`src/rtl/throttle_ramp_limiter_failsafe_macros.svh`:
```
// assertion macros shared by the throttle ramp limiter rtl
`ifndef THROTTLE_RAMP_LIMITER_FAILSAFE_MACROS_SVH
`define THROTTLE_RAMP_LIMITER_FAILSAFE_MACROS_SVH
`ifndef SYNTHESIS
// same-cycle implication
`define TRL_ASSERT_IMP(label, clk, rst_n, ante, cons) \
  label: assert property (@(posedge clk) disable iff (!rst_n) (ante) |-> (cons)) \
    else $error("trl assertion failed");
// next-cycle implication
`define TRL_ASSERT_NXT(label, clk, rst_n, ante, cons) \
  label: assert property (@(posedge clk) disable iff (!rst_n) (ante) |=> (cons)) \
    else $error("trl assertion failed");
`else
`define TRL_ASSERT_IMP(label, clk, rst_n, ante, cons)
`define TRL_ASSERT_NXT(label, clk, rst_n, ante, cons)
`endif
`endif

```
`src/rtl/trl_pkg.sv`:
```
// shared types and constants of the throttle ramp limiter
`default_nettype none
package trl_pkg;

  localparam int unsigned FULL_SCALE_DEF = 10000;
  localparam int unsigned TIME_WIDTH_DEF = 20;

  localparam int unsigned CMD_W     = 15;
  localparam int unsigned LEVEL_W   = 15;
  localparam int unsigned MAG_W     = 15;
  localparam int unsigned FS_W      = 15;
  localparam int unsigned DZ_W      = 13;
  localparam int unsigned RATE_W    = 20;
  localparam int unsigned ELAPSED_W = 20;
  localparam int unsigned US_W      = 20;
  localparam int unsigned US_PER_S  = 1000000;
  localparam int unsigned DIV_W     = 40;
  localparam int unsigned DIVISOR_W = 20;
  localparam int unsigned ADDR_W    = 4;
  localparam int unsigned DATA_W    = 32;

  localparam logic [DZ_W-1:0]   DEADZONE_RST = DZ_W'(1000);
  localparam logic [RATE_W-1:0] ACCEL_RST    = RATE_W'(7500);
  localparam logic [RATE_W-1:0] DECEL_RST    = RATE_W'(50000);
  localparam logic [RATE_W-1:0] COAST_RST    = RATE_W'(20000);

  typedef enum logic [1:0] {
    REG_DEADZONE,
    REG_ACCEL,
    REG_DECEL,
    REG_COAST
  } reg_idx_e;

  typedef enum logic [2:0] {
    ST_IDLE,
    ST_TARGET,
    ST_TGT_WAIT,
    ST_STRETCH,
    ST_DECIDE,
    ST_XWAIT,
    ST_DWAIT,
    ST_FINISH
  } trl_state_e;

  typedef enum logic [1:0] {
    DIV_TARGET,
    DIV_CROSS,
    DIV_STEP
  } div_op_e;

  typedef struct packed {
    logic [DZ_W-1:0]   deadzone;
    logic [RATE_W-1:0] accel_rate;
    logic [RATE_W-1:0] decel_rate;
    logic [RATE_W-1:0] coast_rate;
  } trl_cfg_t;

  typedef struct packed {
    logic    load;
    logic    tgt_init;
    logic    tgt_apply;
    logic    stretch;
    logic    div_start;
    div_op_e div_op;
    logic    cross_apply;
    logic    step_apply;
    logic    out_load;
  } trl_cmd_t;

  typedef struct packed {
    logic tgt_need_div;
    logic settled;
    logic cross_take;
    logic div_done;
    logic arm;
  } trl_status_t;

endpackage
`default_nettype wire

```
`src/rtl/trl_regs.sv`:
```
// apb register file holding deadzone and ramp rates
`default_nettype none
module trl_regs (
  input  logic                          clk_i,
  input  logic                          rst_ni,
  input  logic                          psel,
  input  logic                          penable,
  input  logic                          pwrite,
  input  logic [trl_pkg::ADDR_W-1:0]    paddr,
  input  logic [trl_pkg::DATA_W-1:0]    pwdata,
  output logic [trl_pkg::DATA_W-1:0]    prdata,
  output logic                          pready,
  output trl_pkg::trl_cfg_t             cfg_o
);
  import trl_pkg::*;

  trl_cfg_t cfg_q, cfg_d;
  reg_idx_e idx;
  logic     wr_en;

  assign idx    = reg_idx_e'(paddr[ADDR_W-1:2]);
  assign pready = 1'b1;
  assign wr_en  = psel && penable && pwrite && pready;

  always_comb begin
    cfg_d = cfg_q;
    if (wr_en) begin
      unique case (idx)
        REG_DEADZONE: cfg_d.deadzone   = pwdata[DZ_W-1:0];
        REG_ACCEL:    cfg_d.accel_rate = pwdata[RATE_W-1:0];
        REG_DECEL:    cfg_d.decel_rate = pwdata[RATE_W-1:0];
        REG_COAST:    cfg_d.coast_rate = pwdata[RATE_W-1:0];
        default:      cfg_d = cfg_q;
      endcase
    end
  end

  always_comb begin
    unique case (idx)
      REG_DEADZONE: prdata = DATA_W'(cfg_q.deadzone);
      REG_ACCEL:    prdata = DATA_W'(cfg_q.accel_rate);
      REG_DECEL:    prdata = DATA_W'(cfg_q.decel_rate);
      REG_COAST:    prdata = DATA_W'(cfg_q.coast_rate);
      default:      prdata = '0;
    endcase
  end

  always_ff @(posedge clk_i or negedge rst_ni) begin
    if (!rst_ni) begin
      cfg_q.deadzone   <= DEADZONE_RST;
      cfg_q.accel_rate <= ACCEL_RST;
      cfg_q.decel_rate <= DECEL_RST;
      cfg_q.coast_rate <= COAST_RST;
    end else begin
      cfg_q <= cfg_d;
    end
  end

  assign cfg_o = cfg_q;

endmodule
`default_nettype wire

```
`src/rtl/trl_div.sv`:
```
// iterative restoring divider, two quotient bits per cycle
`default_nettype none
module trl_div #(
  parameter int unsigned DIVIDEND_W = trl_pkg::DIV_W,
  parameter int unsigned DIVISOR_W  = trl_pkg::DIVISOR_W
) (
  input  logic                  clk_i,
  input  logic                  rst_ni,
  input  logic                  start_i,
  input  logic [DIVIDEND_W-1:0] dividend_i,
  input  logic [DIVISOR_W-1:0]  divisor_i,
  output logic                  done_o,
  output logic [DIVIDEND_W-1:0] quotient_o
);
  localparam int unsigned ITER  = (DIVIDEND_W + 1) / 2;
  localparam int unsigned PAD_W = 2 * ITER;
  localparam int unsigned CNT_W = $clog2(ITER + 1);

  logic [DIVISOR_W:0]   rem_q, rem_d;
  logic [PAD_W-1:0]     quo_q, quo_d;
  logic [DIVISOR_W-1:0] dsr_q;
  logic [CNT_W-1:0]     cnt_q;
  logic                 done_q;

  // two shift-subtract steps
  always_comb begin
    rem_d = rem_q;
    quo_d = quo_q;
    for (int k = 0; k < 2; k++) begin
      rem_d = {rem_d[DIVISOR_W-1:0], quo_d[PAD_W-1]};
      quo_d = {quo_d[PAD_W-2:0], 1'b0};
      if (rem_d >= {1'b0, dsr_q}) begin
        rem_d    = rem_d - {1'b0, dsr_q};
        quo_d[0] = 1'b1;
      end
    end
  end

  always_ff @(posedge clk_i or negedge rst_ni) begin
    if (!rst_ni) begin
      cnt_q  <= '0;
      done_q <= 1'b0;
    end else begin
      done_q <= !start_i && (cnt_q == CNT_W'(1));
      if (start_i) begin
        cnt_q <= CNT_W'(ITER);
      end else if (cnt_q != '0) begin
        cnt_q <= cnt_q - CNT_W'(1);
      end
    end
  end

  always_ff @(posedge clk_i) begin
    if (start_i) begin
      rem_q <= '0;
      quo_q <= PAD_W'(dividend_i);
      dsr_q <= divisor_i;
    end else if (cnt_q != '0) begin
      rem_q <= rem_d;
      quo_q <= quo_d;
    end
  end

  assign done_o     = done_q;
  assign quotient_o = quo_q[DIVIDEND_W-1:0];

endmodule
`default_nettype wire

```
`src/rtl/trl_dp.sv`:
```
// datapath: arm flag, target, ramped level and output register
`default_nettype none
module trl_dp #(
  parameter int unsigned FULL_SCALE = trl_pkg::FULL_SCALE_DEF,
  parameter int unsigned TIME_WIDTH = trl_pkg::TIME_WIDTH_DEF
) (
  input  logic                                 clk_i,
  input  logic                                 rst_ni,
  input  trl_pkg::trl_cfg_t                    cfg_i,
  input  trl_pkg::trl_cmd_t                    cmd_i,
  input  logic signed [trl_pkg::CMD_W-1:0]     command_level_i,
  input  logic [trl_pkg::ELAPSED_W-1:0]        elapsed_us_i,
  input  logic                                 link_lost_i,
  input  logic                                 setup_mode_i,
  output trl_pkg::trl_status_t                 status_o,
  output logic signed [trl_pkg::LEVEL_W-1:0]   ramped_level_o,
  output logic signed [trl_pkg::LEVEL_W-1:0]   target_level_o,
  output logic                                 armed_o
);
  import trl_pkg::*;

  localparam int unsigned TW = (TIME_WIDTH < ELAPSED_W) ? TIME_WIDTH : ELAPSED_W;
  localparam int unsigned LevelMax = (FULL_SCALE < 16383) ? FULL_SCALE : 16383;
  localparam logic signed [LEVEL_W-1:0] LvlPos = LEVEL_W'(LevelMax);
  localparam logic signed [LEVEL_W-1:0] LvlNeg = -LvlPos;
  localparam logic [FS_W-1:0] FsVal = FS_W'(FULL_SCALE);

  // per-item registers
  logic                        neg_q;
  logic [MAG_W-1:0]            mag_q;
  logic [TW-1:0]               time_q;
  logic                        failsafe_q;
  logic signed [LEVEL_W-1:0]   target_q;
  logic [RATE_W-1:0]           rate_q;
  logic [DIV_W-1:0]            prod_q;
  logic [DIV_W-1:0]            distp_q;
  logic                        up_q;
  logic                        cross_q;
  // kept state
  logic signed [LEVEL_W-1:0]   level_q, level_d;
  logic                        arm_q, arm_d;
  // output register
  logic signed [LEVEL_W-1:0]   ramped_q;
  logic signed [LEVEL_W-1:0]   tout_q;
  logic                        armed_q;

  logic [MAG_W-1:0]            in_mag;
  logic [MAG_W-1:0]            dz_m;
  logic                        beyond_dz;
  logic                        dz_below_fs;
  logic signed [LEVEL_W-1:0]   tgt_direct;
  logic [LEVEL_W-1:0]          tgt_mag;
  logic signed [LEVEL_W-1:0]   tgt_div;
  logic [DIV_W-1:0]            tgt_num;
  logic [DIVISOR_W-1:0]        tgt_den;

  logic                        lvl_lt, lvl_gt, lvl_neg, lvl_pos, tgt_neg, tgt_pos;
  logic                        accel;
  logic [RATE_W-1:0]           rate_sel;
  logic                        cross_side;
  logic [MAG_W-1:0]            abs_lvl;
  logic [RATE_W+TW-1:0]        prod_n;
  logic [MAG_W+US_W-1:0]       distp_n;
  logic [LEVEL_W:0]            gap;
  logic                        step_reach;
  logic [LEVEL_W-1:0]          lvl_step;

  logic                        div_start;
  logic [DIV_W-1:0]            div_num;
  logic [DIVISOR_W-1:0]        div_den;
  logic                        div_done;
  logic [DIV_W-1:0]            div_quo;

  // arming and input magnitude
  assign in_mag = command_level_i[CMD_W-1] ? (MAG_W'(~command_level_i) + MAG_W'(1))
                                           : MAG_W'(command_level_i);
  assign dz_m   = MAG_W'(cfg_i.deadzone);
  assign arm_d  = link_lost_i ? 1'b0 : ((in_mag <= dz_m) ? 1'b1 : arm_q);

  // target
  assign beyond_dz   = mag_q > dz_m;
  assign dz_below_fs = FS_W'(cfg_i.deadzone) < FsVal;
  assign tgt_direct  = (failsafe_q || !beyond_dz) ? '0 : (neg_q ? LvlNeg : LvlPos);
  assign tgt_num     = DIV_W'(mag_q - dz_m) * DIV_W'(FsVal);
  assign tgt_den     = DIVISOR_W'(FsVal - FS_W'(cfg_i.deadzone));
  assign tgt_mag     = (div_quo > DIV_W'(LevelMax)) ? LEVEL_W'(LevelMax)
                                                    : div_quo[LEVEL_W-1:0];
  assign tgt_div     = neg_q ? -$signed(tgt_mag) : $signed(tgt_mag);

  // stretch setup
  assign lvl_lt  = level_q < target_q;
  assign lvl_gt  = level_q > target_q;
  assign lvl_neg = level_q[LEVEL_W-1];
  assign lvl_pos = !lvl_neg && (level_q != '0);
  assign tgt_neg = target_q[LEVEL_W-1];
  assign tgt_pos = !tgt_neg && (target_q != '0);
  assign accel   = (tgt_pos && lvl_lt && !lvl_neg) || (tgt_neg && lvl_gt && !lvl_pos);
  assign rate_sel = failsafe_q ? cfg_i.coast_rate
                  : (accel ? cfg_i.accel_rate : cfg_i.decel_rate);
  assign cross_side = (lvl_lt && lvl_neg && !tgt_neg) || (lvl_gt && lvl_pos && !tgt_pos);
  assign abs_lvl = lvl_neg ? (MAG_W'(~level_q) + MAG_W'(1)) : MAG_W'(level_q);
  assign prod_n  = rate_sel * time_q;
  assign distp_n = abs_lvl * US_W'(US_PER_S);

  // final move of a stretch, clamped at the target
  assign gap = up_q ? ({target_q[LEVEL_W-1], target_q} - {level_q[LEVEL_W-1], level_q})
                    : ({level_q[LEVEL_W-1], level_q} - {target_q[LEVEL_W-1], target_q});
  assign step_reach = div_quo >= DIV_W'(gap);
  assign lvl_step   = up_q ? (LEVEL_W'(level_q) + div_quo[LEVEL_W-1:0])
                           : (LEVEL_W'(level_q) - div_quo[LEVEL_W-1:0]);

  always_comb begin
    level_d = level_q;
    if (cmd_i.cross_apply) begin
      level_d = '0;
    end else if (cmd_i.step_apply) begin
      level_d = step_reach ? target_q : $signed(lvl_step);
    end
  end

  // divider operand select
  assign div_start = cmd_i.div_start;
  always_comb begin
    unique case (cmd_i.div_op)
      DIV_TARGET: begin
        div_num = tgt_num;
        div_den = tgt_den;
      end
      DIV_CROSS: begin
        div_num = distp_q + DIV_W'(rate_q) - DIV_W'(1);
        div_den = DIVISOR_W'(rate_q);
      end
      DIV_STEP: begin
        div_num = prod_q;
        div_den = DIVISOR_W'(US_PER_S);
      end
      default: begin
        div_num = prod_q;
        div_den = DIVISOR_W'(US_PER_S);
      end
    endcase
  end

  trl_div #(
    .DIVIDEND_W(DIV_W),
    .DIVISOR_W (DIVISOR_W)
  ) u_div (
    .clk_i     (clk_i),
    .rst_ni    (rst_ni),
    .start_i   (div_start),
    .dividend_i(div_num),
    .divisor_i (div_den),
    .done_o    (div_done),
    .quotient_o(div_quo)
  );

  always_ff @(posedge clk_i or negedge rst_ni) begin
    if (!rst_ni) begin
      level_q <= '0;
      arm_q   <= 1'b0;
    end else begin
      level_q <= level_d;
      if (cmd_i.load) begin
        arm_q <= arm_d;
      end
    end
  end

  always_ff @(posedge clk_i) begin
    if (cmd_i.load) begin
      neg_q      <= command_level_i[CMD_W-1];
      mag_q      <= in_mag;
      time_q     <= elapsed_us_i[TW-1:0];
      failsafe_q <= link_lost_i || setup_mode_i || !arm_d;
    end else if (cmd_i.cross_apply) begin
      time_q <= time_q - div_quo[TW-1:0];
    end
    if (cmd_i.tgt_init) begin
      target_q <= tgt_direct;
    end else if (cmd_i.tgt_apply) begin
      target_q <= tgt_div;
    end
    if (cmd_i.stretch) begin
      rate_q  <= rate_sel;
      prod_q  <= DIV_W'(prod_n);
      distp_q <= DIV_W'(distp_n);
      up_q    <= lvl_lt;
      cross_q <= cross_side;
    end
    if (cmd_i.out_load) begin
      ramped_q <= level_q;
      tout_q   <= target_q;
      armed_q  <= arm_q;
    end
  end

  assign status_o.tgt_need_div = !failsafe_q && beyond_dz && dz_below_fs;
  assign status_o.settled      = (time_q == '0) || (level_q == target_q);
  assign status_o.cross_take   = cross_q && (prod_q > distp_q);
  assign status_o.div_done     = div_done;
  assign status_o.arm          = arm_q;

  assign ramped_level_o = ramped_q;
  assign target_level_o = tout_q;
  assign armed_o        = armed_q;

endmodule
`default_nettype wire

```
`src/rtl/trl_ctrl.sv`:
```
// controller state machine sequencing one update
`default_nettype none
module trl_ctrl (
  input  logic                  clk_i,
  input  logic                  rst_ni,
  input  logic                  in_valid_i,
  output logic                  in_ready_o,
  output logic                  out_valid_o,
  input  logic                  out_ready_i,
  input  trl_pkg::trl_status_t  status_i,
  output trl_pkg::trl_cmd_t     cmd_o
);
  import trl_pkg::*;

  trl_state_e state_q, state_d;
  logic       out_valid_q, out_valid_d;

  always_comb begin
    state_d    = state_q;
    cmd_o      = '0;
    cmd_o.div_op = DIV_STEP;
    in_ready_o = 1'b0;
    unique case (state_q)
      ST_IDLE: begin
        in_ready_o = 1'b1;
        if (in_valid_i) begin
          cmd_o.load = 1'b1;
          state_d    = ST_TARGET;
        end
      end
      ST_TARGET: begin
        cmd_o.tgt_init = 1'b1;
        if (status_i.tgt_need_div) begin
          cmd_o.div_start = 1'b1;
          cmd_o.div_op    = DIV_TARGET;
          state_d         = ST_TGT_WAIT;
        end else begin
          state_d = ST_STRETCH;
        end
      end
      ST_TGT_WAIT: begin
        cmd_o.div_op = DIV_TARGET;
        if (status_i.div_done) begin
          cmd_o.tgt_apply = 1'b1;
          state_d         = ST_STRETCH;
        end
      end
      ST_STRETCH: begin
        if (status_i.settled) begin
          state_d = ST_FINISH;
        end else begin
          cmd_o.stretch = 1'b1;
          state_d       = ST_DECIDE;
        end
      end
      ST_DECIDE: begin
        cmd_o.div_start = 1'b1;
        if (status_i.cross_take) begin
          cmd_o.div_op = DIV_CROSS;
          state_d      = ST_XWAIT;
        end else begin
          state_d = ST_DWAIT;
        end
      end
      ST_XWAIT: begin
        cmd_o.div_op = DIV_CROSS;
        if (status_i.div_done) begin
          cmd_o.cross_apply = 1'b1;
          state_d           = ST_STRETCH;
        end
      end
      ST_DWAIT: begin
        if (status_i.div_done) begin
          cmd_o.step_apply = 1'b1;
          state_d          = ST_FINISH;
        end
      end
      ST_FINISH: begin
        if (!out_valid_q || out_ready_i) begin
          cmd_o.out_load = 1'b1;
          state_d        = ST_IDLE;
        end
      end
      default: state_d = ST_IDLE;
    endcase
  end

  always_comb begin
    if (cmd_o.out_load) begin
      out_valid_d = 1'b1;
    end else if (out_ready_i) begin
      out_valid_d = 1'b0;
    end else begin
      out_valid_d = out_valid_q;
    end
  end

  always_ff @(posedge clk_i or negedge rst_ni) begin
    if (!rst_ni) begin
      state_q     <= ST_IDLE;
      out_valid_q <= 1'b0;
    end else begin
      state_q     <= state_d;
      out_valid_q <= out_valid_d;
    end
  end

  assign out_valid_o = out_valid_q;

endmodule
`default_nettype wire

```
`src/rtl/throttle_ramp_limiter_failsafe.sv`:
```
// top level of the throttle ramp limiter with failsafe and safe-start arming
//
// input channel: in_valid_i/in_ready_o moves one word holding the throttle
//   command, the elapsed time in microseconds and the link-lost and setup flags
// output channel: out_valid_o/out_ready_i moves one word per input word with
//   the new ramped level, the target it aimed at and the arm flag
// config: apb-style port, deadzone at 0x0, accel rate at 0x4, decel rate at
//   0x8, coast rate at 0xc; pready is always high, write only while idle
// divider: each division runs on the shared divider (two quotient bits a cycle)
//   and holds the controller until it is done, up to three times per update
//   when the target needs rescaling and the level crosses zero
// flow: one word at a time; a new word is taken once the previous result sits
//   in the output register
// reset: level is zero, the block is unarmed, registers take their defaults
// stall: a held result stays in the output register; the next update runs and
//   waits in its last step until the output register frees up
`default_nettype none
`include "throttle_ramp_limiter_failsafe_macros.svh"
module throttle_ramp_limiter_failsafe #(
  parameter int unsigned FULL_SCALE = trl_pkg::FULL_SCALE_DEF,
  parameter int unsigned TIME_WIDTH = trl_pkg::TIME_WIDTH_DEF
) (
  input  logic                                clk_i,
  input  logic                                rst_ni,
  // apb config port
  input  logic                                psel,
  input  logic                                penable,
  input  logic                                pwrite,
  input  logic [trl_pkg::ADDR_W-1:0]          paddr,
  input  logic [trl_pkg::DATA_W-1:0]          pwdata,
  output logic [trl_pkg::DATA_W-1:0]          prdata,
  output logic                                pready,
  // input words
  input  logic                                in_valid_i,
  output logic                                in_ready_o,
  input  logic signed [trl_pkg::CMD_W-1:0]    command_level_i,
  input  logic [trl_pkg::ELAPSED_W-1:0]       elapsed_us_i,
  input  logic                                link_lost_i,
  input  logic                                setup_mode_i,
  // result words
  output logic                                out_valid_o,
  input  logic                                out_ready_i,
  output logic signed [trl_pkg::LEVEL_W-1:0]  ramped_level_o,
  output logic signed [trl_pkg::LEVEL_W-1:0]  target_level_o,
  output logic                                armed_o
);
  import trl_pkg::*;

  // largest level magnitude, used by the checks below
  localparam int unsigned LevelMax = (FULL_SCALE < 16383) ? FULL_SCALE : 16383;
  localparam logic signed [LEVEL_W-1:0] LvlPos = LEVEL_W'(LevelMax);
  localparam logic signed [LEVEL_W-1:0] LvlNeg = -LvlPos;

  trl_cfg_t    cfg;
  trl_cmd_t    cmd;
  trl_status_t status;

  // register file
  trl_regs u_regs (
    .clk_i  (clk_i),
    .rst_ni (rst_ni),
    .psel   (psel),
    .penable(penable),
    .pwrite (pwrite),
    .paddr  (paddr),
    .pwdata (pwdata),
    .prdata (prdata),
    .pready (pready),
    .cfg_o  (cfg)
  );

  // sequencing: accept, target, one or two stretches, output
  trl_ctrl u_ctrl (
    .clk_i      (clk_i),
    .rst_ni     (rst_ni),
    .in_valid_i (in_valid_i),
    .in_ready_o (in_ready_o),
    .out_valid_o(out_valid_o),
    .out_ready_i(out_ready_i),
    .status_i   (status),
    .cmd_o      (cmd)
  );

  // arithmetic, kept level and arm flag, output register
  trl_dp #(
    .FULL_SCALE(FULL_SCALE),
    .TIME_WIDTH(TIME_WIDTH)
  ) u_dp (
    .clk_i          (clk_i),
    .rst_ni         (rst_ni),
    .cfg_i          (cfg),
    .cmd_i          (cmd),
    .command_level_i(command_level_i),
    .elapsed_us_i   (elapsed_us_i),
    .link_lost_i    (link_lost_i),
    .setup_mode_i   (setup_mode_i),
    .status_o       (status),
    .ramped_level_o (ramped_level_o),
    .target_level_o (target_level_o),
    .armed_o        (armed_o)
  );

  // a lost link always disarms
  `TRL_ASSERT_NXT(a_lost_disarms, clk_i, rst_ni,
                  in_valid_i && in_ready_o && link_lost_i, !status.arm)
  // an unarmed result never aims anywhere but zero
  `TRL_ASSERT_IMP(a_unarmed_zero, clk_i, rst_ni, out_valid_o && !armed_o, target_level_o == '0)
  // the ramped level stays within full scale
  `TRL_ASSERT_IMP(a_level_range, clk_i, rst_ni, out_valid_o,
                  (ramped_level_o <= LvlPos) && (ramped_level_o >= LvlNeg))

endmodule
`default_nettype wire

```
`config.mk`:
```
export PLATFORM = sky130hd
export DESIGN_NAME = throttle_ramp_limiter_failsafe
export DESIGN_NICKNAME = d
export VERILOG_FILES = /design/src/rtl/trl_pkg.sv /design/src/rtl/trl_regs.sv /design/src/rtl/trl_div.sv /design/src/rtl/trl_dp.sv /design/src/rtl/trl_ctrl.sv /design/src/rtl/throttle_ramp_limiter_failsafe.sv
export VERILOG_INCLUDE_DIRS = /design/src /design/src/rtl
export SDC_FILE = /design/constraint.sdc
export NUM_CORES = 2
export LEC_CHECK = 0
export BUFFER_PORTS_ARGS = -buffer_cell sky130_fd_sc_hd__buf_2
export CORE_MARGIN = 3
export CORE_UTILIZATION = 55
export DETAILED_ROUTE_END_ITERATION = 10
export PLACE_DENSITY = 0.72
export SETUP_SLACK_MARGIN = 0.02
export SLEW_MARGIN = 10
export SYNTH_ARGS = -nofsm -noshare
export SYNTH_HDL_FRONTEND = slang
export SYNTH_SLANG_ARGS = --single-unit
```
`constraint.sdc`:
```
create_clock -name clk_i -period 15.01 [get_ports clk_i]
set_input_delay 3.002 -clock clk_i [delete_from_list [all_inputs] [get_ports clk_i]]
set_output_delay 3.002 -clock clk_i [all_outputs]
set_load 0.05 [all_outputs]
```
### Word level (Yosys, flattened, before mapping)

Cells that the tools add are included.

* register bits: 353
* input bits: 80
* output and inout bits: 66
* word-level logic and storage cells: 177

* add/sub/neg operators: 15
* $mul: 3
* magnitude comparators: 9
* equality and inequality tests: 17
* mux-type cells: 56
* bitwise logic cells: 2
* reductions and logical operators: 49

Operator list (count)
* 2-to-1 mux 15 bit: 12
* case mux 32 bit (4 select lines): 1
* 2-to-1 mux 20 bit: 6
* 2-to-1 mux 40 bit: 2
* case mux 40 bit (2 select lines): 1
* subtractor 20 bit: 3
* greater-or-equal comparator 21 x 20 -> 1 bit: 2
* greater-or-equal comparator 40 x 16 -> 1 bit: 1
* > comparator 40 x 14 -> 1 bit, second input constant: 1
* > comparator 40 x 35 -> 1 bit: 1
* multiplier 20 x 20 -> 40 bit: 1
* multiplier 40 x 10 -> 36 bit, second input constant: 1
* case mux 20 bit (2 select lines): 1
* subtractor 40 x 1 -> 40 bit, second input constant: 1
* adder 35 x 20 -> 36 bit: 1
* subtractor 15 x 15 -> 16 bit: 2
* adder 15 x 2 -> 15 bit, second input constant: 2
* inverter 15 bit: 2
* nonzero test 15 bit: 2
* multiplier 15 x 14 -> 29 bit, second input constant: 1
* case mux 3 bit (7 select lines): 1
* logical NOT 20 bit: 1
* 2-to-1 mux 1 bit: 19
* 2-to-1 mux 16 bit: 1
* 34 further kinds: 85

### Longest topological paths before layout

* word-level depth: 8
* gate-level depth with buffers: 42
* mapped depth without buffers: 39

### By module

A second synthesis with hierarchy kept.

* cells, all modules: 4833
* area, all modules: 45459.8 sq um

Modules (own cells, without submodules)
* trl_dp: times used 1, cells each 4060, area each 36169.7 sq um
* trl_div: times used 1, cells each 516, area each 5562.8 sq um
* trl_regs: times used 1, cells each 207, area each 3309.4 sq um
* trl_ctrl: times used 1, cells each 50, area each 417.9 sq um

### Least setup slack after synthesis

OpenSTA, ideal clock, no wires.

* path kind: reg2reg
* start point: reg u_dp.level_q[14]
* end point: reg u_dp.cross_q, enable pin
* library setup time: 0.764 ns
* data arrival time: 9.917 ns
* data required time: 14.246 ns
* slack: 4.329 ns
* stages on the path, launching flop included: 7
* clock period less this slack: 10.681 ns
* cell sequence: dfrtp_1 -> clkbuf_1 -> inv_1 -> ha_1 -> nand4_1 -> nor4_1 -> nor4_1

RTL lines
* start, declared: line trl_dp.sv:40 `logic signed [LEVEL_W-1:0] level_q, level_d;`
* start signal, assigned: line trl_dp.sv:162 `level_q <= level_d;`
* end signal, assigned: line trl_dp.sv:188 `cross_q <= cross_side;`
* end, declared: line trl_dp.sv:38 `logic cross_q;`

### Worst setup path in the final report

* start point: reg u_dp.level_q[0]
* end point: reg u_dp.prod_q[37], data pin

* cells in the longest elaborated chain, start to end: 8

Ends and longest elaborated chain
* parallel branches: the longest is 4 deep, another holds < comparator 15 bit
* logical OR 1 bit (*): line trl_dp.sv:97 `assign accel = (tgt_pos && lvl_lt && !lvl_neg) || (tgt_neg && lvl_gt && !lvl_pos);`
* 2-to-1 mux 20 bit (*): line trl_dp.sv:99 `: (accel ? cfg_i.accel_rate : cfg_i.decel_rate);`
* 2-to-1 mux 20 bit (*): line trl_dp.sv:98 `assign rate_sel = failsafe_q ? cfg_i.coast_rate`
* multiplier 20 x 20 -> 40 bit (*): line trl_dp.sv:102 `assign prod_n = rate_sel * time_q;`
* named net u_dp.prod_n[37]: line trl_dp.sv:62 `logic [RATE_W+TW-1:0] prod_n;`
* end signal, assigned: line trl_dp.sv:185 `prod_q <= DIV_W'(prod_n);`
* end, declared: line trl_dp.sv:35 `logic [DIV_W-1:0] prod_q;`

Mark *: on every way through the listed nets, which the timed path passes.
A chain may end at the register's enable or synchronous reset.

==> metrics <==
Crit Path Max Fanout 41; number of nets still failing antenna checks after routing 0; endpoints failing hold 0; Critical Path Sink Type flop; CP startpoint kind flop; commonest non-fill, non-tap cell in the layout inv_1; Post-DP HPWL 109000 µm; vias in the first global route 39100; Syn Area/Cell 9.12 µm²; clk buf depth 3; required time of the critical path 15340 ps; Yosys warning total 0; DRT iter0 DRCs 4184; GRT Overall Usage 33.3%; max-cap viol count 0; Syn Std Cell Area 0.0462 mm²; average routed wire per standard cell 23.5 µm; CTS tree yes; post-placement cell area 0.0482 mm²; Hold Path Class flop to flop; dpl ws 3460 ps; fin util 60.3%; CTS sink count 353; fmax 0.0847 GHz; Initial Utilization 55.9%; clk_lat worst skew 610 ps; Die H 296 µm; final instance area 0.0498 mm²; Post-synth EDFFs 234; CP dominant cell by count fa_1; Final WS setup 3210 ps; CP Class flop to flop; I/O Buffers 118; clock slew at reported path FFs 60 ps; Post-CTS Setup Repair Bufs 0; status completed; die area 0.0875 mm²; initial antenna violation count 2; vias per inst 6.39; clk root buf clkbuf_16; largest net degree at the start of global routing 89; sequential share of the synthesized area 21.5%; # IOs 146; drt first pass iters 6; CP max stage delay 990 ps; vias 39700; ys async rst share 28.0%; Die X 296 µm; nets@finish 6111; Final min period 11800 ps; first-pass GRT wire length 226000 µm; most frequent cells in the layout inv_1, ha_1, fa_1; setup violators final 0; num rows 105; Yosys reg bits 353; Slew Limit Fails 0; Post-Synthesis Cells 5068; fin crit share 78.6%; htree depth 2; core area 0.0826 mm²; RSZ-0062 raised after global routing false; Unique masters post-synth 101; area grow syn2layout 7.85%; Remaining Overflow, GRT 0; CTS Hold Bufs 0; Routed WL 146000 µm; post_cts resized 0; Data arrival, critical path 12130 ps; clk_skew 31.2 ps; setup_tns 0 ps; gpl congestion 0.956; share of cells above drive strength 1 10.3%; Slew headroom 13.3%; critical path's slowest cell o21ai_1; Worst Tran Pin Value 1290 ps; total CTS buffers 45; Primary FF master, synth edfxtp_1; number of remaining DRC errors 0
## per-layer routing
layer	vias to the layer above	part of all wire [%]	track usage, %
met5	-	0.0048	0
met4	2	5.9	16.9
met3	550	9.6	6.38
met2	2143	45	51.9
met1	19200	40	44.4
li1	17800	-	-
## state kept, by name, indices dropped and copies added, names as in the netlist, 3 cells and up
register,flops
u_ctrl.state_q,3
u_dp.distp_q,29
u_dp.level_q,15
u_dp.mag_q,15
u_dp.prod_q,40
u_dp.ramped_level_o,15
u_dp.rate_q,20
u_dp.target_level_o,15
u_dp.target_q,15
u_dp.time_q,20
u_dp.u_div.cnt_q,5
u_dp.u_div.dsr_q,20
u_dp.u_div.quotient_o,40
u_dp.u_div.rem_q,20
u_regs.cfg_o,73
## final cells by class
| class | instances | area (µm²) |
|---|---|---|
| clock inverter | 34 | 490 |
| fill | 7171 | 32800 |
| antenna | 5 | 12.5 |
| multi-input combinational | 3743 | 32700 |
| inverter | 712 | 2670 |
| sequential | 353 | 9930 |
| timing repair buffer | 243 | 1530 |
| tap | 1070 | 1340 |
| clock buffer | 50 | 1170 |
## cells in the mapped netlist, types with 12 or more instances
master    number  share of area, %
fa_1         422                18
nor4_1        41              0.56
o211ai_1      32              0.52
nor3_1       244               2.6
xnor2_1      186               3.5
nor2_1       214               1.7
ha_1         511                14
nand3_1       75              0.81
a21oi_1      221               2.4
buf_2         20              0.22
mux4_2        13              0.63
a21o_1       108               1.8
o21a_1        29              0.47
buf_1         16              0.13
o21ai_1       24              0.26
nor2b_1       34              0.46
nand4_1      211               2.9
mux2i_1       39              0.84
xor2_1        71               1.3
o21ai_0      200               2.2
clkbuf_1     218               1.8
nand2_1      393               3.2
dfrtp_1       75               4.1
o21bai_1      17              0.28
a211oi_1      30              0.49
buf_4         17              0.28
o31ai_1       20              0.32
inv_1        711               5.8
a221oi_1      21              0.40
a21boi_0      18              0.29
and3_1        50              0.68
dfstp_2       24               1.4
nand2b_1      52              0.70
a22oi_1       12              0.19
dfxtp_1       20              0.87
and4_1        60               1.1
mux2_2        89               2.2
edfxtp_1     234                15
and2_1        19              0.26
or3_1         25              0.34
a31oi_1       39              0.53
or4_1         26              0.42
## worst max-delay path, delay by kind of cell, from the launching register on
kind,cells,cell delay (ps)
AND/OR/NAND/NOR,2,480
flip-flops,1,350
AO/OA/AOI/OAI,16,4380
adder cells (fa/ha/maj),10,4580
XOR/XNOR,1,80
buffers and inverters,11,1590
## per-stage QoR
step	hold WS [ps]	instances
floorplan	448	5080
global placement	498	6121
detailed placement	498	6121
CTS	510	6205
global route	519	6205
finish	512	6210
## cell families after synthesis
logic type | Yosys count | share of synthesized area, %
compound gates | 912 | 13.0
xor+xnor | 257 | 4.87
fa+ha+maj | 933 | 32.1
buf+inv | 984 | 8.20
flops | 353 | 21.5
mux | 141 | 3.65
other cells | 2 | 0.0163
simple gates | 1486 | 16.6
## worst paths after layout
path                                                   from                           end  slack (ps)  cells past startpoint
worst max-delay path            u_dp.level_q[0]$_DFFE_PN0P_     u_dp.prod_q[37]$_DFFE_PP_        3210                     40
worst min-delay path                 u_dp.arm_q$_DFFE_PN0P_        u_dp.armed_o$_DFFE_PP_         510                      0
worst max register to register  u_dp.level_q[0]$_DFFE_PN0P_     u_dp.prod_q[37]$_DFFE_PP_        3210                     40
worst min register to register       u_dp.arm_q$_DFFE_PN0P_        u_dp.armed_o$_DFFE_PP_         510                      0
max in group asynchronous                            rst_ni  u_regs.cfg_o[53]$_DFFE_PN0P_       11310                      2
min in group asynchronous                            rst_ni  u_dp.level_q[14]$_DFFE_PN0P_        2360                      1
Power is left out: the tool's default activity adds up to more than one toggle a clock period on the data nets, which glitch-free logic cannot reach.
